==> config.mk <==
export PLATFORM = sky130hd
export DESIGN_NAME = container_header_checksum_validator_unit
export DESIGN_NICKNAME = d
export VERILOG_FILES = /design/src/sv/chcv_pkg.sv /design/src/sv/chcv_hdr_parse.sv /design/src/sv/chcv_status.sv /design/src/sv/container_header_checksum_validator_unit.sv
export SDC_FILE = /design/constraint.sdc
export NUM_CORES = 2
export LEC_CHECK = 0
export BUFFER_PORTS_ARGS = -buffer_cell sky130_fd_sc_hd__buf_2
export CORE_UTILIZATION = 35
export DETAILED_ROUTE_END_ITERATION = 16
export GPL_TIMING_DRIVEN = 0
export PLACE_DENSITY_LB_ADDON = 0.25
export SETUP_SLACK_MARGIN = 0.2
export SYNTH_ARGS = -nofsm -noshare
export SYNTH_HDL_FRONTEND = slang
export SYNTH_HIERARCHICAL = 1
export SYNTH_SLANG_ARGS = --single-unit
==> constraint.sdc <==
create_clock -name i_clk -period 16.9 [get_ports i_clk]
set_input_delay 0.845 -clock i_clk [delete_from_list [all_inputs] [get_ports i_clk]]
set_output_delay 0.845 -clock i_clk [all_outputs]
set_load 0.02 [all_outputs]
==> src/sv/chcv_pkg.sv <==
// Types, constants and the FNV-1a 64 step for the header checksum validator.
// No dependencies.
package chcv_pkg;

    localparam int unsigned IDX_W   = 5;
    localparam int unsigned CFG_IDX_W = 1;

    localparam logic [IDX_W-1:0] HDR_BYTES = 5'd28;

    localparam logic [CFG_IDX_W-1:0] CFG_MIN_VERSION = 1'b0;
    localparam logic [CFG_IDX_W-1:0] CFG_MAX_VERSION = 1'b1;

    localparam logic [31:0] MIN_VERSION_RST = 32'd2;
    localparam logic [31:0] MAX_VERSION_RST = 32'd3;

    localparam logic [63:0] OFFSET_STD    = 64'hCBF2_9CE4_8422_2325;
    localparam logic [63:0] OFFSET_LEGACY = 64'd1469598103934665603;

    // Payload length stops here: the whole-file byte count saturates at all ones.
    localparam logic [63:0] PLEN_MAX = 64'hFFFF_FFFF_FFFF_FFFF - 64'd28;

    // File magic "VTX3D001", first byte first.
    localparam logic [7:0] MAGIC [8] = '{8'h56, 8'h54, 8'h58, 8'h33,
                                         8'h44, 8'h30, 8'h30, 8'h31};

    typedef enum logic [2:0] {
        ST_OK          = 3'd0,
        ST_TRUNCATED   = 3'd1,
        ST_BAD_MAGIC   = 3'd2,
        ST_BAD_VERSION = 3'd3,
        ST_BAD_SUM     = 3'd4
    } t_status;

    // File state after its last byte, handed to the status stage.
    typedef struct packed {
        logic        short_file;
        logic        magic_ok;
        logic [31:0] version;
        logic [63:0] declared;
        logic [63:0] expected;
        logic [63:0] hash_std;
        logic [63:0] hash_leg;
        logic [63:0] plen;
    } t_snap;

    // One FNV-1a 64 step; the prime 2^40 + 0x1B3 is applied as shifts and adds.
    function automatic logic [63:0] fnv_step(input logic [63:0] h, input logic [7:0] b);
        logic [63:0] x;
        x = h ^ {56'd0, b};
        return x + (x << 40) + (x << 8) + (x << 7) + (x << 5) + (x << 4) + (x << 1);
    endfunction

endpackage

==> src/sv/chcv_hdr_parse.sv <==
// Per-file state: header field capture, magic check, payload hashes and count.
// Depends on chcv_pkg.
module chcv_hdr_parse import chcv_pkg::*; (
    input  logic        i_clk,
    input  logic        i_rst_n,
    input  logic        i_en,
    input  logic [7:0]  i_byte,
    input  logic        i_last,
    output t_snap       o_snap
);

    logic [IDX_W-1:0] r_idx, n_idx;
    logic             r_magic_ok, n_magic_ok;
    logic [31:0]      r_version, n_version;
    logic [63:0]      r_declared, n_declared;
    logic [63:0]      r_expected, n_expected;
    logic [63:0]      r_hash_std, n_hash_std;
    logic [63:0]      r_hash_leg, n_hash_leg;
    logic [63:0]      r_plen, n_plen;
    logic [IDX_W-1:0] decl_pos;
    logic [IDX_W-1:0] sum_pos;

    assign decl_pos = r_idx - 5'd12;
    assign sum_pos  = r_idx - 5'd20;

    // Updated state including the current byte.
    always_comb begin
        n_idx      = (r_idx == HDR_BYTES) ? r_idx : r_idx + 5'd1;
        n_magic_ok = r_magic_ok;
        n_version  = r_version;
        n_declared = r_declared;
        n_expected = r_expected;
        n_hash_std = r_hash_std;
        n_hash_leg = r_hash_leg;
        n_plen     = r_plen;
        priority if (r_idx < 5'd8) begin
            n_magic_ok = r_magic_ok && (i_byte == MAGIC[r_idx[2:0]]);
        end else if (r_idx < 5'd12) begin
            n_version[{r_idx[1:0], 3'b000} +: 8] = i_byte;
        end else if (r_idx < 5'd20) begin
            n_declared[{decl_pos[2:0], 3'b000} +: 8] = i_byte;
        end else if (r_idx < HDR_BYTES) begin
            n_expected[{sum_pos[2:0], 3'b000} +: 8] = i_byte;
        end else begin
            n_hash_std = fnv_step(r_hash_std, i_byte);
            n_hash_leg = fnv_step(r_hash_leg, i_byte);
            if (r_plen != PLEN_MAX) begin
                n_plen = r_plen + 64'd1;
            end
        end
    end

    always_comb begin
        o_snap.short_file = (n_idx < HDR_BYTES);
        o_snap.magic_ok   = n_magic_ok;
        o_snap.version    = n_version;
        o_snap.declared   = n_declared;
        o_snap.expected   = n_expected;
        o_snap.hash_std   = n_hash_std;
        o_snap.hash_leg   = n_hash_leg;
        o_snap.plen       = n_plen;
    end

    // Drop back to the empty-file state after the last beat.
    always_ff @(posedge i_clk) begin
        if (!i_rst_n || (i_en && i_last)) begin
            r_idx      <= '0;
            r_magic_ok <= 1'b1;
            r_version  <= '0;
            r_declared <= '0;
            r_expected <= '0;
            r_hash_std <= OFFSET_STD;
            r_hash_leg <= OFFSET_LEGACY;
            r_plen     <= '0;
        end else if (i_en) begin
            r_idx      <= n_idx;
            r_magic_ok <= n_magic_ok;
            r_version  <= n_version;
            r_declared <= n_declared;
            r_expected <= n_expected;
            r_hash_std <= n_hash_std;
            r_hash_leg <= n_hash_leg;
            r_plen     <= n_plen;
        end
    end

endmodule

==> src/sv/chcv_status.sv <==
// Final status decision from a captured file state and the version window.
// Depends on chcv_pkg.
module chcv_status import chcv_pkg::*; (
    input  t_snap       i_snap,
    input  logic [31:0] i_min_version,
    input  logic [31:0] i_max_version,
    output t_status     o_status
);

    logic version_bad;
    logic length_bad;
    logic sum_bad;

    assign version_bad = (i_snap.version < i_min_version) || (i_snap.version > i_max_version);
    assign length_bad  = (i_snap.declared != i_snap.plen);
    assign sum_bad     = (i_snap.expected != i_snap.hash_std)
                      && (i_snap.expected != i_snap.hash_leg);

    always_comb begin
        priority if (i_snap.short_file) begin
            o_status = ST_TRUNCATED;
        end else if (!i_snap.magic_ok) begin
            o_status = ST_BAD_MAGIC;
        end else if (version_bad) begin
            o_status = ST_BAD_VERSION;
        end else if (length_bad) begin
            o_status = ST_TRUNCATED;
        end else if (sum_bad) begin
            o_status = ST_BAD_SUM;
        end else begin
            o_status = ST_OK;
        end
    end

endmodule

==> src/sv/container_header_checksum_validator_unit.sv <==
// Checked file header validator: one file byte per beat in, one status per file out.
// Depends on chcv_pkg, chcv_hdr_parse and chcv_status.
//
// Stream a file in byte by byte on the input channel and mark its final byte with
// i_last_byte; one result beat follows for each file. The first 28 bytes are the
// header (8-byte magic, little-endian 32-bit version, 64-bit payload length and
// 64-bit checksum); every later byte runs through two FNV-1a 64 hashes, one from the
// standard offset basis and one from the legacy offset. The status is, in priority
// order: truncated if fewer than 28 bytes came, bad magic, unsupported version if the
// version lies outside [min_version, max_version] (an empty window rejects every
// version), truncated if the declared length differs from the bytes received after
// the header, checksum mismatch if the checksum equals neither hash, else ok. The
// block takes one byte every cycle, back to back, with no gaps between files, save
// for the stall named below; the hash update (xor plus a shift-and-add multiply by
// the sparse FNV prime) is combinational. The input register takes the last byte,
// the capture stage then registers the file state, and the result register loads
// the status computed from it. The result register and the capture stage decouple
// the sides, so bytes keep flowing while a result waits; only a further last byte
// stalls, when both are full and the result is not taken. Write min_version
// (index 0) and max_version (index 1) only while no file is in flight.
module container_header_checksum_validator_unit import chcv_pkg::*; (
    input  logic                 i_clk,
    input  logic                 i_rst_n,
    // configuration writes
    input  logic                 i_cfg_we,
    input  logic [CFG_IDX_W-1:0] i_cfg_index,
    input  logic [31:0]          i_cfg_wdata,
    // byte stream
    input  logic                 i_in_valid,
    output logic                 o_in_ready,
    input  logic [7:0]           i_data_byte,
    input  logic                 i_last_byte,
    // results
    output logic                 o_out_valid,
    input  logic                 i_out_ready,
    output logic [2:0]           o_status,
    output logic [31:0]          o_version_seen,
    output logic [63:0]          o_payload_hash,
    output logic [63:0]          o_payload_length
);

    logic [31:0] r_min_version;
    logic [31:0] r_max_version;

    // input register
    logic        r_a_valid;
    logic [7:0]  r_a_byte;
    logic        r_a_last;

    // captured file state for the status stage
    logic        r_b_valid;
    t_snap       r_b_snap;

    // result register
    logic        r_out_valid;
    t_status     r_out_status;
    logic [31:0] r_out_version;
    logic [63:0] r_out_hash;
    logic [63:0] r_out_plen;

    logic        c_ready;
    logic        b_ready;
    logic        a_fire;
    logic        in_fire;
    t_snap       snap;
    t_status     status;

    // Ready flows back stage by stage; a byte that is not last never waits on the result side.
    assign c_ready    = !r_out_valid || i_out_ready;
    assign b_ready    = !r_b_valid || c_ready;
    assign a_fire     = r_a_valid && (!r_a_last || b_ready);
    assign o_in_ready = !r_a_valid || a_fire;
    assign in_fire    = i_in_valid && o_in_ready;

    // Configuration registers; both index codes are defined, so every write lands.
    always_ff @(posedge i_clk) begin
        if (!i_rst_n) begin
            r_min_version <= MIN_VERSION_RST;
            r_max_version <= MAX_VERSION_RST;
        end else if (i_cfg_we) begin
            unique case (i_cfg_index)
                CFG_MIN_VERSION: r_min_version <= i_cfg_wdata;
                CFG_MAX_VERSION: r_max_version <= i_cfg_wdata;
                default:         r_max_version <= r_max_version;
            endcase
        end
    end

    // Input register: hold the beat until the state stage consumes it.
    always_ff @(posedge i_clk) begin
        if (!i_rst_n) begin
            r_a_valid <= 1'b0;
        end else if (in_fire) begin
            r_a_valid <= 1'b1;
        end else if (a_fire) begin
            r_a_valid <= 1'b0;
        end
    end

    always_ff @(posedge i_clk) begin
        if (in_fire) begin
            r_a_byte <= i_data_byte;
            r_a_last <= i_last_byte;
        end
    end

    chcv_hdr_parse u_parse (
        .i_clk   (i_clk),
        .i_rst_n (i_rst_n),
        .i_en    (a_fire),
        .i_byte  (r_a_byte),
        .i_last  (r_a_last),
        .o_snap  (snap)
    );

    // Capture the file state on its last byte.
    always_ff @(posedge i_clk) begin
        if (!i_rst_n) begin
            r_b_valid <= 1'b0;
        end else if (b_ready) begin
            r_b_valid <= a_fire && r_a_last;
        end
    end

    always_ff @(posedge i_clk) begin
        if (b_ready && a_fire && r_a_last) begin
            r_b_snap <= snap;
        end
    end

    chcv_status u_status (
        .i_snap        (r_b_snap),
        .i_min_version (r_min_version),
        .i_max_version (r_max_version),
        .o_status      (status)
    );

    // Result register: advance when empty or when the consumer takes the beat.
    always_ff @(posedge i_clk) begin
        if (!i_rst_n) begin
            r_out_valid <= 1'b0;
        end else if (c_ready) begin
            r_out_valid <= r_b_valid;
        end
    end

    always_ff @(posedge i_clk) begin
        if (c_ready && r_b_valid) begin
            r_out_status  <= status;
            r_out_version <= r_b_snap.version;
            r_out_hash    <= r_b_snap.hash_std;
            r_out_plen    <= r_b_snap.plen;
        end
    end

    assign o_out_valid      = r_out_valid;
    assign o_status         = r_out_status;
    assign o_version_seen   = r_out_version;
    assign o_payload_hash   = r_out_hash;
    assign o_payload_length = r_out_plen;

endmodule

Yosys cells after proc, flatten, opt, wreduce, memory -nomap -nowiden
Memory sizes are Yosys's and may differ from the RTL's.
Cells that the tools add are included.
{"block": "totals", "out_inout_bits": 165, "ff_bits": 951, "inputBits": 47, "word_cells": 131, "memories": 1, "romBits": 64}
{"block": "classes", "add_sub_neg": 19, "n_mux": 35, "shift": 6, "n_lt_le_gt_ge": 8, "reduce_logical": 23, "n_eq_ne": 6, "bitwise_logic": 5}
{"name": "(no name shown)", "words": 8, "width": 8, "rd": 1, "rd_clocked_by_memory_dff": 0, "wr": 0, "line_no": "chcv_hdr_parse.sv:37", "source": "n_magic_ok = r_magic_ok && (i_byte == MAGIC[r_idx[2:0]]);"}
{"operator": "$mux 64", "count": 20}
{"operator": "$add 64x64->64", "count": 12}
{"operator": "$ne 64x64->1", "count": 3}
{"operator": "$bwmux 64", "count": 2}
{"operator": "$shift 8x8->64 const A", "count": 2}
{"operator": "$shiftx 8x8->64", "count": 2}
{"operator": "$xor 64x8->64", "count": 2}
{"operator": "$add 64x1->64 const B", "count": 1}
{"operator": "$mux 32", "count": 2}
{"operator": "$ne 64x64->1 const B", "count": 1}
{"operator": "$bwmux 32", "count": 1}
{"operator": "$gt 32x32->1", "count": 1}
{"operator": "$lt 32x32->1", "count": 1}
{"operator": "$shift 8x7->32 const A", "count": 1}
{"operator": "$shiftx 8x7->32", "count": 1}
{"operator": "$mux 8", "count": 2}
{"operator": "$neg 6->8", "count": 2}
{"operator": "$lt 5x5->1 const B", "count": 3}
{"operator": "$lt 5x4->1 const B", "count": 2}
{"operator": "$eq 8x8->1", "count": 1}
{"operator": "$logic_and 1x1->1", "count": 8}
{"operator": "$neg 5->7", "count": 1}
{"operator": "$logic_or 1x1->1", "count": 6}
{"operator": "$mux 2", "count": 3}
{"operator": "other kinds (13)", "count": 22}

Longest topological paths before layout
{"block": "logic_depth", "ltp_word": 11, "ltp_mapped": 23, "depth_no_buf": 21}

Modules after synthesis
The synthesis kept the hierarchy.
{"module": "chcv_hdr_parse", "n_inst": 1, "seq_area_each_um2": 7166.9, "area_per_inst_um2": 39075.0, "cells_per_inst": 4801}
{"module": "container_header_checksum_validator_unit", "n_inst": 1, "seq_area_each_um2": 17136.4, "area_per_inst_um2": 18335.1, "cells_per_inst": 823}
{"module": "chcv_status", "n_inst": 1, "seq_area_each_um2": 0.0, "area_per_inst_um2": 3787.4, "cells_per_inst": 497}

Worst setup path before layout
Ideal clock, no wire load.
{"block": "synth_path", "path_kind": "input-to-reg", "startpoint": "input port i_out_ready", "endpoint": "register r_b_snap[0] (netlist name) (enable)", "required_ps": 15818, "path_buffers": 0, "arrival_ps": 15794, "setup_slack_ps": 25, "path_stages": 3, "setup_ps": 1082, "cell_sequence": "nor2b_1 -> and2_1 -> nor2_1"}
{"block": "synth_via", "elab_chain_len": 6}
{"element": "start, declared", "line_no": "container_header_checksum_validator_unit.sv:35", "source": "input logic i_out_ready,"}
{"element": "$logic_or 1x1->1 *", "line_no": "container_header_checksum_validator_unit.sv:69", "source": "assign c_ready = !r_out_valid || i_out_ready;"}
{"element": "$logic_or 1x1->1 *", "line_no": "container_header_checksum_validator_unit.sv:70", "source": "assign b_ready = !r_b_valid || c_ready;"}
{"element": "$logic_or 1x1->1", "line_no": "container_header_checksum_validator_unit.sv:71", "source": "assign a_fire = r_a_valid && (!r_a_last || b_ready);"}
{"element": "$logic_and 1x1->1", "line_no": "container_header_checksum_validator_unit.sv:71"}
{"element": "$logic_and 1x1->1 * (2 in a row)", "line_no": "container_header_checksum_validator_unit.sv:126", "source": "if (b_ready && a_fire && r_a_last) begin"}
{"element": "end signal, assigned", "line_no": "container_header_checksum_validator_unit.sv:127", "source": "r_b_snap <= snap;"}
{"element": "end, declared", "line_no": "container_header_checksum_validator_unit.sv:52", "source": "t_snap r_b_snap;"}
Every way passes the cells marked *; elsewhere a longest branch is shown, timed or not.
A chain may end at the register's enable or synchronous reset.

==> run summary <==
Run status
* complete, no violations — outcome

Route
* 4,040 — 1st-iter DRT viols
* 6 — first-pass detailed-route iteration total
* 203,100 µm — Total Routed Length
* 0 — total DRC errors in the routed layout
* 45.45k — total via count in the routed design
* 0 — Routed Antenna Nets
* 5.118 — vias per inst
* 22.88 µm — Wirelength per Cell

Synthesis
* 951 — Synth Register Bits
* sky130_fd_sc_hd__edfxtp_1 — primary flip-flop cell chosen by synthesis mapping
* 22.00% — post-synthesis adder-cell area fraction
* 0.06120 mm² — Cell Area, Synth
* 25.81% — Synth top area share
* 9.998 µm² — per-instance average area after synthesis
* sky130_fd_sc_hd__edfxtp_1 — area leader, netlist
* 2.278% — multiplexer fraction of the synthesized cell area
* 0% — Async S/R FF share, synth
* 6 — count of yosys warnings during synthesis
* 6,121 — synthesized instance count
* sky130_fd_sc_hd__edfxtp_1 (26%), sky130_fd_sc_hd__fa_1 (16%), sky130_fd_sc_hd__dfxtp_1 (14%) — cell types with the largest area share after synthesis
* 95 — synth unique cells
* 12.56% — simple-gate portion of the synthesized area
* 6,946 — syn_nets
* 39.71% — post-synthesis sequential area ratio
* 6.798% — xor-xnor portion of the synthesized cell area
* 526 — number of synthesized flops with an enable pin
* 9.411% — area fraction in compound gates after synthesis
* adder cells — combinational family with the most area after synthesis

Floorplan
* 35.21% — starting utilization of the core area
* 0.1738 mm² — Core Area
* 420.2 µm — horizontal die dimension
* 153 — FP Rows
* 420.2 µm — Vert. Die Dim
* 0.1765 mm² — Total Die Area
* 212 — io pins

Worst setup path
* 1.10 ns — Slowest Stage Delay on Critical Path
* 22 — number of gates on the worst path with buffers counted
* r_a_byte[5] — launch point of the critical path
* 7.66 ns — worst-case register-to-register setup slack
* 6 — Crit path buffers/inverters
* register — type of element launching the critical path
* register to register — Setup Crit Path Kind
* compound AO/OA/AOI/OAI gates — category of cells accounting for the largest share of critical-path delay
* 22 — number of cells on the worst reg-to-reg path
* register — Critical Path Sink Type
* r_b_snap[127] — RR Endpoint
* 10 — worst-path maximum fanout
* 17.37 ns — Required @ worst endpoint
* r_b_snap[127] — destination of the critical timing path
* sky130_fd_sc_hd__xor2_1 — Max stage delay cell, worst path
* buf_1 -> buf_1 -> xor2_1 -> inv_1 -> fa_1 -> inv_1 -> fa_1 -> inv_1 -> fa_1 -> inv_1 -> ha_1 -> ha_1 -> a21o_1 -> a21oi_1 -> o21ai_2 -> a211oi_1 -> o21ai_1 -> a41oi_1 -> o31ai_1 -> a311oi_1 -> xnor2_1 -> o21ai_1 — CP Cell Sequence
* 9.71 ns — WP data arrival
* r_a_byte[5] — launching point of the worst reg2reg path
* sky130_fd_sc_hd__inv_1 — dominant cell type by count on the critical path

Finish
* 7,286 — net count reported at finish
* 13.08% — synthesis-to-finish area growth
* 9.052% — fraction of final layout cells sized beyond drive strength 1
* sky130_fd_sc_hd__inv_1 — most common library cell in the layout ignoring fill and taps
* sky130_fd_sc_hd__inv_1 (895), sky130_fd_sc_hd__nand2_1 (741), sky130_fd_sc_hd__edfxtp_1 (526) — top library cells by usage in the layout, fill and taps aside

Placement
* 161,200 µm — Detailed Place HPWL
* 7.676 ns — setup slack at placement
* 211 — Port Buffers
* 0.9464 — placer's final routability congestion estimate

STA
* 4.411% — max_slew headroom
* 1.429 ns — transition at the pin with the smallest max-transition slack
* 0 — Final Setup Violations
* 108.2 MHz — Max Fclk
* 0.05091 ns — worst-case clock skew
* 0 — number of pins exceeding their max-slew limit in the final report
* no — unrepaired setup endpoints after global routing
* 9.244 ns — minimum period implied by the final worst setup slack
* 54.70% — final worst path period share
* 0.2997 ns — worst hold margin
* 0 — hold violation total from the final report
* 7.656 ns — final setup margin
* 0 ns — sum of negative setup slack

Clock network
* 0.74 ns — clock insertion delay at the later pin of the skew report
* done — CTS tree
* 951 — TritonCTS sink count
* 104 — total CTS buffers
* sky130_fd_sc_hd__clkbuf_16 — CTS Root Cell
* 0 — setup bufs post-CTS
* 0.06 ns — clock-pin transition on the worst setup and hold timing paths
* 0 — post-cts resize count
* 3 — H-Tree Level Count
* 0 — total of hold buffers inserted after clock tree synthesis
* 3 — deepest clock path buffer count

Power and ir drop
* 108.7 mW/mm² — P per Cell Area
* 0.09573 mV — maximum vdd ir drop
* 0.02818 µW — static leakage

Global routing
* 38 — maximum number of pins on one net before global-route repair
* 0 — global route total overflow
* 296,700 µm — wire length of the first global-routing pass
* 44.34k — vias in the first global route
* 22.95% — total global-route track usage
* 13 — initial antenna violation count

Flow run
* 0 — maxcap violations

Hold path
* primary input to register — class of the worst hold path

-- per-layer routing --
metal | vias to the layer above | track usage (%) | routed length, µm | part of all wire [%]
met1 | 22633 | 31.38 | 88270 | 43
li1 | 20924 | - | - | -
met2 | 1606 | 37.22 | 94510 | 47
met4 | 2 | 8.456 | 7574 | 3.7
met5 | - | 0 | 21 | 0.010
met3 | 286 | 2.741 | 12760 | 6.3
-- layout make-up --
class	count	area [µm²]
diodes	4	10.01
plain buffers	255	1075
clock buffers	130	2875
clock inverters	66	689.4
fillers	17270	104600
inverters	896	3363
multi-input cells	4019	32490
flip-flops and latches	951	24300
well taps	2325	2909
repair buffers	234	1489
-- report_power, final --
part           total [µW]  internal [µW]  switching (µW)  leakage (µW)
combinational        2590            933            1660        0.0184
clock                2380           1360            1020       0.00174
sequential           2560           2500            57.9       0.00804
-- sequential cells by signal, summed over array words and instances, names as in the netlist, 64 cells and up --
signal and cells:
r_b_snap 354, o_payload_hash 64, o_payload_length 64, u_parse/r_declared 64, u_parse/r_expected 64, u_parse/r_hash_leg 64
u_parse/r_hash_std 64, u_parse/r_plen 64
-- synth_stat cells, drive strengths merged (19+ instances only) --
library cell and instances:
nor4 38, o21bai 31, nor3 130, o21ai 284
nand3 98, fa 491, clkbuf 182, and3 36
buf 73, inv 896, a21o 74, dfxtp 425
a31oi 26, a21boi 68, o21a 27, nor2b 22
and2 29, xor2 171, mux2 90, edfxtp 526
ha 287, nand4 110, a21oi 254, o211ai 41
nand2 741, nor2 438, mux2i 38, xnor2 304
o31ai 19
-- cells by family (layout without fill, tap and decap cells) --
family,Yosys count,count (layout)
simple gates,1703,1703
buf+inv,1151,1581
flops,951,951
compound gates,931,931
fa+ha+maj,782,782
xor+xnor,475,475
mux,128,128
other cells,0,4
-- stage by stage --
step | power (µW) | instances | util, % | area (µm²)
global route | 7945 | 8879 | 39.81 | 69200
detailed placement | 5145 | 8678 | 37.74 | 65600
CTS | 7542 | 8874 | 39.79 | 69160
global placement | 5147 | 8657 | 37.49 | 65170
finish | 7523 | 8880 | 39.81 | 69200
floorplan | 4386 | 6121 | - | 61200
-- worst reg2reg max path: cells and delay by family, from the launching register on --
family	cells	cell delay, ns
XOR/XNOR	2	1.31
adder cells (fa/ha/maj)	5	2.20
flip-flops	1	0.46
AO/OA/AOI/OAI	9	3.00
buffers and inverters	6	2.02
-- worst min-delay path by stage --
stage                       from                    to  slack [ns]  depth (start not counted)
2_1_floorplan       r_b_snap[18]  o_payload_length[18]        0.43                          0
3_3_place_gp   r_min_version[19]     r_min_version[19]        0.44                          2
3_5_place_dp    r_min_version[7]      r_min_version[7]        0.44                          2
4_1_cts           i_data_byte[2]           r_a_byte[2]        0.24                          1
5_1_grt           i_data_byte[2]           r_a_byte[2]        0.25                          1
6_report          i_data_byte[2]           r_a_byte[2]        0.30                          1
(Power assumes the default switching activity.)
